[config.mk]
export PLATFORM = sky130hd
export DESIGN_NAME = binary_sentence_framer_top
export DESIGN_NICKNAME = d
export VERILOG_FILES = /design/src/rtl/core/bsf_pkg.sv /design/src/rtl/core/bsf_front.sv /design/src/rtl/core/bsf_queue.sv /design/src/rtl/core/bsf_back.sv /design/src/rtl/core/binary_sentence_framer_top.sv
export SDC_FILE = /design/constraint.sdc
export NUM_CORES = 1
export LEC_CHECK = 0
export BUFFER_PORTS_ARGS = -buffer_cell sky130_fd_sc_hd__clkbuf_2
export CAP_MARGIN = 20
export CORE_UTILIZATION = 48
export DETAILED_ROUTE_END_ITERATION = 7
export PLACE_DENSITY = 0.71
export SYNTH_ARGS = -nofsm -noshare
export SYNTH_HDL_FRONTEND = slang
export SYNTH_SLANG_ARGS = --single-unit
[constraint.sdc]
create_clock -name clk_i -period 4.35 [get_ports clk_i]
set_input_delay 0.2175 -clock clk_i [delete_from_list [all_inputs] [get_ports clk_i]]
set_output_delay 0.2175 -clock clk_i [all_outputs]
set_load 0.01 [all_outputs]
[src/rtl/core/bsf_pkg.sv]
package bsf_pkg;

  // Frame geometry.
  localparam int unsigned FrameWords = 18;
  localparam int unsigned IdxW       = 5;
  localparam int unsigned WordW      = 64;
  localparam int unsigned ByteW      = 8;
  localparam int unsigned CntW       = 3;

  // Last byte position of each section of the sentence.
  localparam logic [CntW-1:0] HeadLast = 3'd5;
  localparam logic [CntW-1:0] DataLast = 3'd7;
  localparam logic [CntW-1:0] FootLast = 3'd3;

  // Position of the final word of a frame.
  localparam logic [IdxW-1:0] LastIdx = IdxW'(FrameWords - 1);

  // Fixed footer characters.
  localparam logic [ByteW-1:0] StarByte = 8'h2A;
  localparam logic [ByteW-1:0] NulByte  = 8'h00;

  // Queue between the front and the back.
  localparam int unsigned QDepth = 2;
  localparam int unsigned QPtrW  = $clog2(QDepth);
  localparam int unsigned QCntW  = $clog2(QDepth + 1);

  // Sequencer phase of the back part.
  typedef enum logic [1:0] {
    BSF_NEW,
    BSF_HEAD,
    BSF_DATA,
    BSF_FOOT
  } bsf_phase_e;

  // One classified word as it travels through the queue.
  typedef struct packed {
    logic [WordW-1:0] word;
    logic             first;
    logic             last;
  } bsf_entry_t;

  // Head of the queue as seen by the back part.
  typedef struct packed {
    logic       valid;
    bsf_entry_t entry;
  } bsf_qhead_t;

  // Header text "$RPCTL", one character per position.
  function automatic logic [ByteW-1:0] head_byte(input logic [CntW-1:0] pos);
    logic [ByteW-1:0] b;
    case (pos)
      3'd0:    b = 8'h24;
      3'd1:    b = 8'h52;
      3'd2:    b = 8'h50;
      3'd3:    b = 8'h43;
      3'd4:    b = 8'h54;
      3'd5:    b = 8'h4C;
      default: b = 8'h00;
    endcase
    return b;
  endfunction

  // Uppercase ASCII hex digit of a nibble.
  function automatic logic [ByteW-1:0] hex_digit(input logic [3:0] nib);
    logic [ByteW-1:0] b;
    if (nib < 4'd10) begin
      b = 8'h30 + {4'h0, nib};
    end else begin
      b = 8'h37 + {4'h0, nib};
    end
    return b;
  endfunction

endpackage

[src/rtl/core/bsf_front.sv]
module bsf_front (
  input  logic                      clk_i,
  input  logic                      rst_ni,
  input  logic                      accept_i,
  input  logic [bsf_pkg::WordW-1:0] word_value_i,
  output bsf_pkg::bsf_entry_t       entry_o
);

  logic [bsf_pkg::IdxW-1:0] word_index_q, word_index_d;
  logic                     first, last;

  // Classify the word by its place in the frame.
  assign first = (word_index_q == '0);
  assign last  = (word_index_q >= bsf_pkg::LastIdx);

  assign entry_o.word  = word_value_i;
  assign entry_o.first = first;
  assign entry_o.last  = last;

  // The word counter wraps after the final word of a frame.
  always_comb begin
    word_index_d = word_index_q;
    if (accept_i) begin
      word_index_d = last ? '0 : word_index_q + 1'b1;
    end
  end

  always_ff @(posedge clk_i or negedge rst_ni) begin
    if (!rst_ni) begin
      word_index_q <= '0;
    end else begin
      word_index_q <= word_index_d;
    end
  end

endmodule

[src/rtl/core/bsf_queue.sv]
module bsf_queue (
  input  logic                clk_i,
  input  logic                rst_ni,
  input  logic                wr_i,
  input  bsf_pkg::bsf_entry_t wr_entry_i,
  output logic                full_o,
  input  logic                rd_i,
  output bsf_pkg::bsf_qhead_t head_o
);

  bsf_pkg::bsf_entry_t              mem_q [bsf_pkg::QDepth];
  logic [bsf_pkg::QPtrW-1:0]        wr_ptr_q, rd_ptr_q;
  logic [bsf_pkg::QCntW-1:0]        count_q, count_d;

  assign full_o       = (count_q == bsf_pkg::QCntW'(bsf_pkg::QDepth));
  assign head_o.valid = (count_q != '0);
  assign head_o.entry = mem_q[rd_ptr_q];

  // Occupancy follows pushes and pops.
  always_comb begin
    count_d = count_q;
    case ({wr_i, rd_i})
      2'b10:   count_d = count_q + 1'b1;
      2'b01:   count_d = count_q - 1'b1;
      default: count_d = count_q;
    endcase
  end

  // Entry storage needs no reset.
  always_ff @(posedge clk_i) begin
    if (wr_i) begin
      mem_q[wr_ptr_q] <= wr_entry_i;
    end
  end

  always_ff @(posedge clk_i or negedge rst_ni) begin
    if (!rst_ni) begin
      wr_ptr_q <= '0;
      rd_ptr_q <= '0;
      count_q  <= '0;
    end else begin
      if (wr_i) begin
        wr_ptr_q <= wr_ptr_q + 1'b1;
      end
      if (rd_i) begin
        rd_ptr_q <= rd_ptr_q + 1'b1;
      end
      count_q <= count_d;
    end
  end

endmodule

[src/rtl/core/bsf_back.sv]
module bsf_back (
  input  logic                      clk_i,
  input  logic                      rst_ni,
  input  bsf_pkg::bsf_qhead_t       head_i,
  output logic                      rd_o,
  output logic                      empty,
  input  logic                      pop,
  output logic [bsf_pkg::ByteW-1:0] out_byte_o,
  output logic                      run_last_o,
  output logic                      frame_end_o
);

  bsf_pkg::bsf_phase_e      state_q, state_d, eff_phase;
  logic [bsf_pkg::CntW-1:0]  cnt_q, cnt_d;
  logic [bsf_pkg::ByteW-1:0] xor_q, xor_d;
  logic [bsf_pkg::ByteW-1:0] byte_c;
  logic                      run_last_c, frame_end_c, word_done;
  logic                      footer, adv, emit;
  logic                      out_valid_q;
  logic [bsf_pkg::ByteW-1:0] out_byte_q;
  logic                      run_last_q, frame_end_q;

  // A word starts with the header only when it opens a frame, and gets the
  // footer only when it closes one; a frame of a single word drops it.
  assign footer    = head_i.entry.last && !head_i.entry.first;
  assign eff_phase = (state_q == bsf_pkg::BSF_NEW) ?
                     (head_i.entry.first ? bsf_pkg::BSF_HEAD : bsf_pkg::BSF_DATA) :
                     state_q;

  // A byte is produced whenever work waits and the output register is free or being popped.
  assign adv  = !out_valid_q || pop;
  assign emit = head_i.valid && adv;
  assign rd_o = emit && word_done;

  // Next phase and byte position.
  always_comb begin
    state_d = state_q;
    cnt_d   = cnt_q;
    if (emit) begin
      case (eff_phase)
        bsf_pkg::BSF_HEAD: begin
          if (cnt_q == bsf_pkg::HeadLast) begin
            state_d = bsf_pkg::BSF_DATA;
            cnt_d   = '0;
          end else begin
            state_d = bsf_pkg::BSF_HEAD;
            cnt_d   = cnt_q + 1'b1;
          end
        end
        bsf_pkg::BSF_DATA: begin
          if (cnt_q == bsf_pkg::DataLast) begin
            state_d = footer ? bsf_pkg::BSF_FOOT : bsf_pkg::BSF_NEW;
            cnt_d   = '0;
          end else begin
            state_d = bsf_pkg::BSF_DATA;
            cnt_d   = cnt_q + 1'b1;
          end
        end
        bsf_pkg::BSF_FOOT: begin
          if (cnt_q == bsf_pkg::FootLast) begin
            state_d = bsf_pkg::BSF_NEW;
            cnt_d   = '0;
          end else begin
            cnt_d = cnt_q + 1'b1;
          end
        end
        default: begin
          state_d = state_q;
        end
      endcase
    end
  end

  // Byte value, flags and checksum update for the current position.
  always_comb begin
    byte_c      = bsf_pkg::NulByte;
    run_last_c  = 1'b0;
    frame_end_c = 1'b0;
    word_done   = 1'b0;
    xor_d       = xor_q;
    case (eff_phase)
      bsf_pkg::BSF_HEAD: begin
        byte_c = bsf_pkg::head_byte(cnt_q);
        // The leading dollar sign is not part of the checksum.
        xor_d  = (cnt_q == '0) ? '0 : (xor_q ^ byte_c);
      end
      bsf_pkg::BSF_DATA: begin
        byte_c = head_i.entry.word[{cnt_q, 3'b000} +: bsf_pkg::ByteW];
        xor_d  = xor_q ^ byte_c;
        if ((cnt_q == bsf_pkg::DataLast) && !footer) begin
          run_last_c = 1'b1;
          word_done  = 1'b1;
        end
      end
      bsf_pkg::BSF_FOOT: begin
        case (cnt_q)
          3'd0:    byte_c = bsf_pkg::StarByte;
          3'd1:    byte_c = bsf_pkg::hex_digit(xor_q[7:4]);
          3'd2:    byte_c = bsf_pkg::hex_digit(xor_q[3:0]);
          default: begin
            byte_c      = bsf_pkg::NulByte;
            run_last_c  = 1'b1;
            frame_end_c = 1'b1;
            word_done   = 1'b1;
            xor_d       = '0;
          end
        endcase
      end
      default: begin
        byte_c = bsf_pkg::NulByte;
      end
    endcase
  end

  // Output register: one byte held until it is popped.
  always_ff @(posedge clk_i) begin
    if (emit) begin
      out_byte_q  <= byte_c;
      run_last_q  <= run_last_c;
      frame_end_q <= frame_end_c;
    end
  end

  always_ff @(posedge clk_i or negedge rst_ni) begin
    if (!rst_ni) begin
      state_q     <= bsf_pkg::BSF_NEW;
      cnt_q       <= '0;
      xor_q       <= '0;
      out_valid_q <= 1'b0;
    end else begin
      state_q <= state_d;
      cnt_q   <= cnt_d;
      if (emit) begin
        xor_q <= xor_d;
      end
      if (emit) begin
        out_valid_q <= 1'b1;
      end else if (pop) begin
        out_valid_q <= 1'b0;
      end
    end
  end

  assign empty       = !out_valid_q;
  assign out_byte_o  = out_byte_q;
  assign run_last_o  = run_last_q;
  assign frame_end_o = frame_end_q;

`ifndef ASSERT_OFF
  // The terminating zero byte always closes the run of its word.
  a_end_is_run_last: assert property (@(posedge clk_i) disable iff (!rst_ni)
    (!empty && frame_end_o) |-> run_last_o)
    else $error("frame end byte without run end");

  // The footer is only entered for a word that closes a frame.
  a_foot_has_last: assert property (@(posedge clk_i) disable iff (!rst_ni)
    (state_q == bsf_pkg::BSF_FOOT) |-> (head_i.valid && footer))
    else $error("footer phase without a closing word");

  // Mid-word positions always belong to a word still in the queue.
  a_mid_word_valid: assert property (@(posedge clk_i) disable iff (!rst_ni)
    (state_q != bsf_pkg::BSF_NEW) |-> head_i.valid)
    else $error("sequencer mid-word with queue empty");

  // A word leaves the queue only on its final byte, which restarts the phase.
  a_pop_restarts: assert property (@(posedge clk_i) disable iff (!rst_ni)
    rd_o |=> (state_q == bsf_pkg::BSF_NEW) && (cnt_q == '0))
    else $error("word left the queue before its last byte");
`endif

endmodule

[src/rtl/core/binary_sentence_framer_top.sv]
// Channel  Direction  Handshake          Payload
// input    in         push / full        word_value_i (64 bits, unsigned)
// result   out        empty / pop        out_byte_o, run_last_o, frame_end_o
//
// Each result word is one byte, produced at one byte per cycle by the back
// sequencer into a single output register while pops keep it free; a middle
// word gives its data bytes, a frame's first adds the header, its last the footer.
// Asynchronous active-low reset clears the word counter, the two-word queue,
// the sequencer and the output valid flag; there is no clearing pass.
// Words are accepted while the queue has room, also while a byte waits to be
// popped; a stalled pop holds the byte and eventually fills the queue.
module binary_sentence_framer_top (
  input  logic                      clk_i,
  input  logic                      rst_ni,
  input  logic                      push,
  output logic                      full,
  input  logic [63:0]               word_value_i,
  output logic                      empty,
  input  logic                      pop,
  output logic [7:0]                out_byte_o,
  output logic                      run_last_o,
  output logic                      frame_end_o
);

  bsf_pkg::bsf_entry_t entry;
  bsf_pkg::bsf_qhead_t head;
  logic                accept;
  logic                rd;

  assign accept = push && !full;

  // Front: counts words in the frame and classifies each one.
  bsf_front u_front (
    .clk_i        (clk_i),
    .rst_ni       (rst_ni),
    .accept_i     (accept),
    .word_value_i (word_value_i),
    .entry_o      (entry)
  );

  // Queue between the two sides.
  bsf_queue u_queue (
    .clk_i      (clk_i),
    .rst_ni     (rst_ni),
    .wr_i       (accept),
    .wr_entry_i (entry),
    .full_o     (full),
    .rd_i       (rd),
    .head_o     (head)
  );

  // Back: turns each queued word into its bytes.
  bsf_back u_back (
    .clk_i       (clk_i),
    .rst_ni      (rst_ni),
    .head_i      (head),
    .rd_o        (rd),
    .empty       (empty),
    .pop         (pop),
    .out_byte_o  (out_byte_o),
    .run_last_o  (run_last_o),
    .frame_end_o (frame_end_o)
  );

endmodule
Word-level counts from Yosys, hierarchy flattened
Memories as Yosys holds them, arrays and structs flattened. Index checks and enable logic that the tools add are counted.

Memory bits (writable): 132. Memories kept: 1. Register bits after elaboration: 33. Logic and storage cells: 92. Output and inout port bits: 12.

Memories: u_queue.mem_q (depth 2, bits a word 66, rd ports 1, clocked after Yosys merged registers in 0, wr ports 1, line bsf_queue.sv:11) `bsf_pkg::bsf_entry_t mem_q [bsf_pkg::QDepth];`.

Bitwise operators: 2. Equal/unequal tests: 14. Order comparisons: 3. Reductions and logical operators: 21. Shift-type cells: 1. Muxes and demuxes: 29. Add/subtract/negate cells: 10.

Operator list (number): 8-bit case mux with 3 select lines (3); 64-bit by 7-bit indexed part select with 8-bit output (1); 7-bit case mux with 6 select lines (1); 8-bit two-way mux (5); 6-bit by 4-bit adder with 7-bit output, first input constant (4); 8-bit XOR (2); 2-bit two-way mux (6); 3-bit == test, second input constant (3); 3-bit two-way mux (3); 3-bit case mux with 3 select lines (1); 2-bit == test, second input constant (4); 4-bit less-than comparator, second input constant (2); 3-bit by 2-bit == test with 1-bit output, second input constant (2); 1-bit two-way mux (6); 2-bit case mux with 3 select lines (1); 3-bit AND reduction (2); 2-bit nonzero test (3); 5-bit by 1-bit adder with 5-bit output, second input constant (1); 5-bit greater-or-equal comparator, second input constant (1); 1-bit logical AND (5); 5-bit logical NOT (1); 5-bit two-way mux (1); 2-bit by 1-bit == test with 1-bit output, second input constant (2); 1-bit logical NOT (4); other kinds (15) (16).

Depth between registers and ports, before layout
Gate-level depths: netlist of the first run. An unclocked memory read counts as a cell.

Depth after elaboration: 10. Depth in mapped cells: 13. Depth with buffers taken out: 10.

Cells and area by module
From an unflattened synthesis of the first run, not the netlist that was laid out.

Cells, all modules: 541. Area total of the unflattened synthesis: 8032.7 µm².

By module, submodules not included: bsf_queue (instances 1, area an instance 5062.4 µm², cells each 221); bsf_back (instances 1, area an instance 2150.8 µm², cells each 222); bsf_front (instances 1, area an instance 805.8 µm², cells each 97); binary_sentence_framer_top (instances 1, area an instance 13.8 µm², cells each 1).

Least setup slack after synthesis of the first run
Ideal clock, no wire load.

Path type: register -> register. Start: register u_queue.count_q[0] in the netlist's numbering. End: memory u_queue.mem_q[0][0] in the netlist's numbering (enable). Required time: 3860 ps. Library setup time: 490 ps. Path slack: 108 ps. Stages on the path, launching flop included: 6. Period minus slack after synthesis: 4242 ps. Arrival: 3751 ps. Path through: dfrtp_1 -> nand2b_1 -> and2_1 -> clkbuf_1 -> inv_1 -> nor2_1.

Cells in the longest elaborated chain, start to end: 5.

RTL lines: start, declared (line bsf_queue.sv:13) `logic [bsf_pkg::QCntW-1:0] count_q, count_d;`; start signal, assigned (line bsf_queue.sv:48) `count_q <= count_d;`; 2-bit == test (line bsf_queue.sv:15) `assign full_o = (count_q == bsf_pkg::QCntW'(bsf_pkg::QDepth));`; 1-bit logical NOT (line binary_sentence_framer_top.sv:30) `assign accept = push && !full;`; 1-bit logical AND (line binary_sentence_framer_top.sv:30); 1-bit two-way mux (line bsf_queue.sv:31) `if (wr_i) begin`; 1-bit two-way mux (not written as such) (line bsf_queue.sv:32) `mem_q[wr_ptr_q] <= wr_entry_i;`; end, declared (line bsf_queue.sv:11).

No other way between the ends.

Final worst setup path of the first run
Start: register u_back.cnt_q[0] in the netlist's numbering. End: register u_back.xor_q[0] in the netlist's numbering.

Cells in the longest elaborated chain, start to end: 6.

RTL lines: start, declared (line bsf_back.sv:14) `logic [bsf_pkg::CntW-1:0] cnt_q, cnt_d;`; start signal, assigned (line bsf_back.sv:132) `cnt_q <= cnt_d;`; parallel branches: the longest is 6 deep, another holds 64-bit by 7-bit indexed part select with 8-bit output; end signal, assigned (line bsf_back.sv:134) `xor_q <= xor_d;`; end, declared (line bsf_back.sv:15) `logic [bsf_pkg::ByteW-1:0] xor_q, xor_d;`.

Parallel ways; which one is timed is not known. The select of a mux whose other input is x is not followed. A chain may end at the register's enable or synchronous reset.

==> results of run 1 <==
==> final cells by class <==
type / count / area, um2 / share of cell area [%]
well taps: 184 / 230 / 2.54
repair buffers: 148 / 1070 / 11.8
inverters: 19 / 71.3 / 0.788
clock buffers: 18 / 429 / 4.74
flip-flops and latches: 165 / 4840 / 53.5
clock inverters: 12 / 130 / 1.44
multi-input cells: 258 / 2280 / 25.2
==> per-layer routing <==
layer	up-vias	track usage [%]
li1	2143	-
met1	2288	26.8
met2	167	33.7
met3	30	5.01
met4	0	8.39
met5	-	0
==> sequential cells by signal (all words and copies together) (netlist names), 2 cells and up <==
register / count
u_back.state_q: 2
u_queue.mem_q: 132
u_queue.count_q: 2
u_front.word_index_q: 5
u_back.xor_q: 8
u_back.out_byte_o: 8
u_back.cnt_q: 3
==> logic make-up (layout without fill, tap and decap cells) <==
kind of cell,after synthesis,after routing,share of synthesized area [%]
AND/OR/NAND/NOR,102,102,7.15
buffers and inverters,42,197,3.12
AO/OA/AOI/OAI,93,93,9.43
XOR/XNOR,7,7,0.836
multiplexers,40,40,10.8
adder cells (fa/ha/maj),16,16,2.73
flip-flops,165,165,66.0
==> critical path: stages (launching register included) <==
cell	delay, ps
dfrtp_1	850
inv_1	150
ha_1	330
nor3_1	420
o311a_1	450
nand2_1	240
or3_1	370
nand4_1	100
==> worst max path at each step <==
stage	startpoint	end	slack, ps	cells past startpoint
finish	u_back.cnt_q[0]	u_back.xor_q[0]	1390	7
global route	u_back.cnt_q[0]	u_queue.count_q[1]	1160	9
floorplan	u_queue.count_q[0]	u_queue.mem_q[0][0]	110	5
global placement	u_back.cnt_q[0]	u_back.xor_q[2]	1490	6
CTS	u_back.cnt_q[0]	u_back.xor_q[2]	1410	6
detailed placement	u_back.cnt_q[0]	u_back.xor_q[2]	1410	6
==> through the flow <==
step	total power [mW]	cell area (um2)	hold slack [ps]	util, %
floorplan	4.18	7340	-78.1	-
global placement	4.68	7870	268	53.5
detailed placement	4.73	7870	274	53.5
CTS	6.20	9040	0.505	61.5
global route	6.52	9050	2.04	61.6
finish	6.18	9050	17.4	61.6
==> power groups by stage <==
stage | clock (mW) | sequential, mW | combinational (mW)
floorplan | 0 | 2.45 | 1.72
global placement | 0 | 2.56 | 2.12
detailed placement | 0 | 2.58 | 2.14
global route | 1.51 | 2.61 | 2.39
finish | 1.43 | 2.55 | 2.19
CTS | 1.45 | 2.56 | 2.20
==> layout by cell type, fill, tap and decap left out, types with 16 or more instances in the layout <==
master and n:
edfxtp_1 142, clkbuf_2 79, dlygate4sd3_1 62, mux4_2 25, nand2_1 25, dfrtp_1 22, a21oi_1 21, inv_1 19
nor2_1 17, clkbuf_16 17, ha_1 16
==> metrics.yaml, run 1 <==
violations: "DRC"
tightest_slew_ps: 900
r2r_start: "u_back.cnt_q[0]"
skew_ps: 13.5
cts_buffers: 17
p_leak_nw: 3.34
routed_via_density: 5.76
intPower_mw: 4.03
netlist_instances: 465
grt_pass1_vias: 4628
required_ps: 4700
relSlewSlack_pct: 40.0
nets: 693
grt_antenna_before_repair: 0
drc: 1
dp_cells: 712
num_antenna_cells: 0
synth_top_area_share_pct: 58.1
synth-main-ff-cell: "edfxtp_1"
fin_ws_ps: 1390
cts_tree: "yes"
min_path_type: "input port to flop"
status: "complete, but fails checks"
ys_seq_area_share_pct: 66.0
powerDensity_nw_per_um2: 683
drtPass1Iterations: 8
setup_viol: 0
power_frac_seq_pct: 41.3
syn_nets: 549
postRouteAntennaNets: 0
drv_cap: 0
switchingPower_mw: 2.15
drt-initial-drc-count: 374
numPortBuffers: 79
period_minus_slack_ps: 2960
regToRegSetupSlack_ps: 1390
grt_pass1_wl_um: 24500
grt_use_total_pct: 20.7
p_comb_share_pct: 35.5
period_share_pct: 68.0
whs_path_depth: 1
dr_wl_met2_um: 7530
hold_violations: 0
syn_area_um2: 7340
maxSlewViolCount: 0
clock_sink_count: 165
gr-total-overflow: 0
ys.warnings.count: 0
critPathArrivalTime_ps: 3310
area_growth_pct: 23.3
rsz0062_at_grt: "false"
drive_gt1_share_pct: 25.3
setup_tns_ps: 0
reg2reg_to: "u_back.xor_q[0]"
synth_largest_area_cell: "edfxtp_1"
maxClockFrequency_mhz: 338
cts_max_level: 4
grt_start_max_net_pins: 67
syn_area_per_cell_um2: 15.8
wl_met1_um: 6620
cts_buffer_depth: 2
synthTopCellsByCount: "edfxtp_1 (142), mux4_2 (25), nand2_1 (25), dfrtp_1 (23), a21oi_1 (21)"
critical_path.max_fanout: 22
vias: 4628
clk_latency_ps: 420
wl_met3_um: 728
min_to: "u_queue.mem_q[0][33]"
peakVddDrop_mv: 0.388
swShare_pct: 34.8
p_clk_share_pct: 23.2
start_util_pct: 49.9
gp_congestion: 0.871
post_cts_buffers: 0
highest_layer: "met4"
yosys-top-cells-area: "edfxtp_1 (58%), dfrtp_1 (7.8%), mux4_2 (7.7%)"
wire_per_inst_um: 18.9
min_from: "word_value_i[31]"
dp_worst_setup_slack_ps: 1410
fill_cells: 1075
yosysMostFrequentCell: "edfxtp_1"
cp-end-kind: "flop"
start_kind: "flop"
clk_pin_slew_ps: 60
ys_seq_elements: 165
dieArea_um2: 15800
row_count: 44
critPathKind: "flop to flop"
ys_async_sr_fraction_pct: 13.9
ys_types: 69
r2r_cells: 7
dieHeight_um: 126
cts-root-buf: "clkbuf_16"
num_io_pins: 80
die_x_um: 126
final_cells: 804
core_um2: 14700
cts_resized: 0
finalWirelength_um: 15200
cts_hold_buf: 61
synth_edf_count: 142
place_hpwl_um: 9690
Note: power is estimated with default switching activity, not from simulation.
==> run 2, diff against run 1 <==
==> constraint.sdc (replaced) <==
create_clock -name clk_i -period 2.55 [get_ports clk_i]
set_input_delay 0.1275 -clock clk_i [delete_from_list [all_inputs] [get_ports clk_i]]
set_output_delay 0.1275 -clock clk_i [all_outputs]
set_load 0.01 [all_outputs]
==> run 2 against run 1 <==
Compared with the run above: critical path type unchanged; count of clock-buffer cells in the layout increased by 2; die area unchanged; sequential power increased by 68%; the flow still finishes with violations (DRC); global-route usage is 1.7 points higher; critical endpoint is now u_back.xor_q[2]; register-to-register slack got worse by 1200 ps; critical path depth down 2.
==> metrics.yaml, run 2 (synthesis results as in run 1) <==
p_clk_share_pct: 21.7  # -1.5 points
skew_ps: 9.28  # -4.19 ps
maxSlewViolCount: 0  # unchanged
dieArea_um2: 15800  # unchanged
core_um2: 14700  # unchanged
drtPass1Iterations: 7  # -1
start_util_pct: 49.9  # unchanged
cts_max_level: 4  # unchanged
r2r_cells: 5  # -2
intPower_mw: 7.12  # +77%
drc: 3  # +2
min_from: "pop"
cts_buffer_depth: 2  # unchanged
violations: "DRC"
cp-end-kind: "flop"
postRouteAntennaNets: 0  # unchanged
numPortBuffers: 79  # unchanged
clock_sink_count: 165  # unchanged
place_hpwl_um: 11100  # +14%
nets: 724  # +4.5%
finalWirelength_um: 16400  # +7.8%
grt_pass1_vias: 4978  # +7.6%
min_path_type: "input port to flop"
whs_path_depth: 3  # +2
power_frac_seq_pct: 39.0  # -2.3 points
grt_pass1_wl_um: 26300  # +7.5%
r2r_start: "u_queue.rd_ptr_q"
gr-total-overflow: 0  # unchanged
post_cts_buffers: 0  # unchanged
regToRegSetupSlack_ps: 160  # -1230 ps
peakVddDrop_mv: 0.655  # +69%
reg2reg_to: "u_back.xor_q[2]"
routed_via_density: 5.76  # +0.12%
drive_gt1_share_pct: 28.2  # +2.9 points
grt_antenna_before_repair: 0  # unchanged
hold_violations: 0  # unchanged
vias: 4818  # +4.1%
final_common_cell: "edfxtp_1"
relSlewSlack_pct: 54.8  # +15 points
clk_pin_slew_ps: 60  # about the same
num_antenna_cells: 0  # unchanged
grt_start_max_net_pins: 25  # -63%
critPathArrivalTime_ps: 2680  # -630 ps
required_ps: 2840  # -1860 ps
wire_per_inst_um: 19.6  # +3.7%
row_count: 44  # unchanged
drv_cap: 0  # unchanged
cts_buffers: 17  # unchanged
gp_congestion: 0.879  # +0.91%
min_to: "u_back.out_valid_q"
maxClockFrequency_mhz: 418  # +24%
top_register: "u_queue.mem_q"
layout_common_cells: "edfxtp_1 (142), clkbuf_2 (79), dlygate4sd3_1 (65), buf_4 (27)"
p_comb_share_pct: 39.3  # +3.8 points
powerDensity_nw_per_um2: 1170  # +72%
tightest_slew_ps: 677  # -222 ps
clk_latency_ps: 420  # about the same
area_growth_pct: 27.6
dieHeight_um: 126  # unchanged
rsz0062_at_grt: "false"
switchingPower_mw: 3.84  # +79%
setup_viol: 0  # unchanged
critPathKind: "flop to flop"
cts_tree: "yes"
grt_use_total_pct: 22.4  # +1.7 points
num_io_pins: 80  # unchanged
period_share_pct: 93.8  # +26 points
fin_util_pct: 63.7  # +2.2 points
status: "complete, but fails checks"
critical_path.max_fanout: 13  # -41%
hold_slack_ps: 104  # +86.9 ps
start_kind: "flop"
die_x_um: 126  # unchanged
p_leak_nw: 3.51  # +4.9%
period_minus_slack_ps: 2390  # -567 ps
setup_tns_ps: 0  # unchanged
swShare_pct: 35.1  # +0.28 points
cts-root-buf: "clkbuf_16"
drt-initial-drc-count: 389  # +4.0%
largest_reg_flops: 132  # unchanged
run 2: layout make-up:
cell class                 count  area [um2]
sequential                   165        4840
timing repair buffer         179        1400
inverter                      19        71.3
fill                        1010        5340
clock inverter                11         103
tap                          184         230
multi-input combinational    258        2280
clock buffer                  20         437
run 2: worst max-delay path by stage:
stage	start	end	slack, ps	depth (start not counted)
2_1_floorplan	u_back.cnt_q[1]	u_queue.count_q[1]	20	11
3_3_place_gp	u_queue.rd_ptr_q	u_back.out_byte_o[1]	100	5
3_5_place_dp	u_queue.rd_ptr_q	u_back.out_byte_o[1]	60	5
4_1_cts	u_queue.rd_ptr_q	u_back.out_byte_o[1]	40	5
5_1_grt	u_queue.rd_ptr_q	u_back.xor_q[2]	20	5
6_report	u_queue.rd_ptr_q	u_back.xor_q[2]	160	5
run 2: metal layers:
metal  GRT usage [%]  wire length [um]
met1            28.2              6820
met2            38.5              8490
met3            4.25               822
met4            8.39               264
met5               0                 0
run 2: power by group through the flow:
stage | clock network, mW | registers (mW) | logic (mW)
6_report | 2.38 | 4.28 | 4.31
5_1_grt | 2.52 | 4.36 | 4.70
4_1_cts | 2.40 | 4.27 | 4.30
3_5_place_dp | 0 | 4.32 | 4.20
3_3_place_gp | 0 | 4.28 | 4.16
2_1_floorplan | 0 | 4.16 | 2.96
run 2: repair_timing:
item                                   4_1_cts  5_1_grt
gates resized for setup                      0        1
setup endpoints to repair                    0        3
hold buffers                                65        0
endpoints found under the hold margin      151        0
run 2: through the flow:
stage / instance area, um2 / std cells / worst slack, ps / power, mW
after global routing: 9360 / 836 / 22.6 / 11.6
after CTS: 9360 / 836 / 41.3 / 11.0
final: 9360 / 836 / 159 / 11.0
after floorplan: 7350 / 465 / 18.5 / 7.12
after global placement: 8170 / 740 / 101 / 8.43
after detailed placement: 8170 / 740 / 58.5 / 8.53
run 2: worst max-delay path: stages, from the launching register on:
cell	delay (ps)
dfrtp_2	620
mux4_1	620
a22oi_1	150
and3_1	280
nor3_1	70
or4_1	520
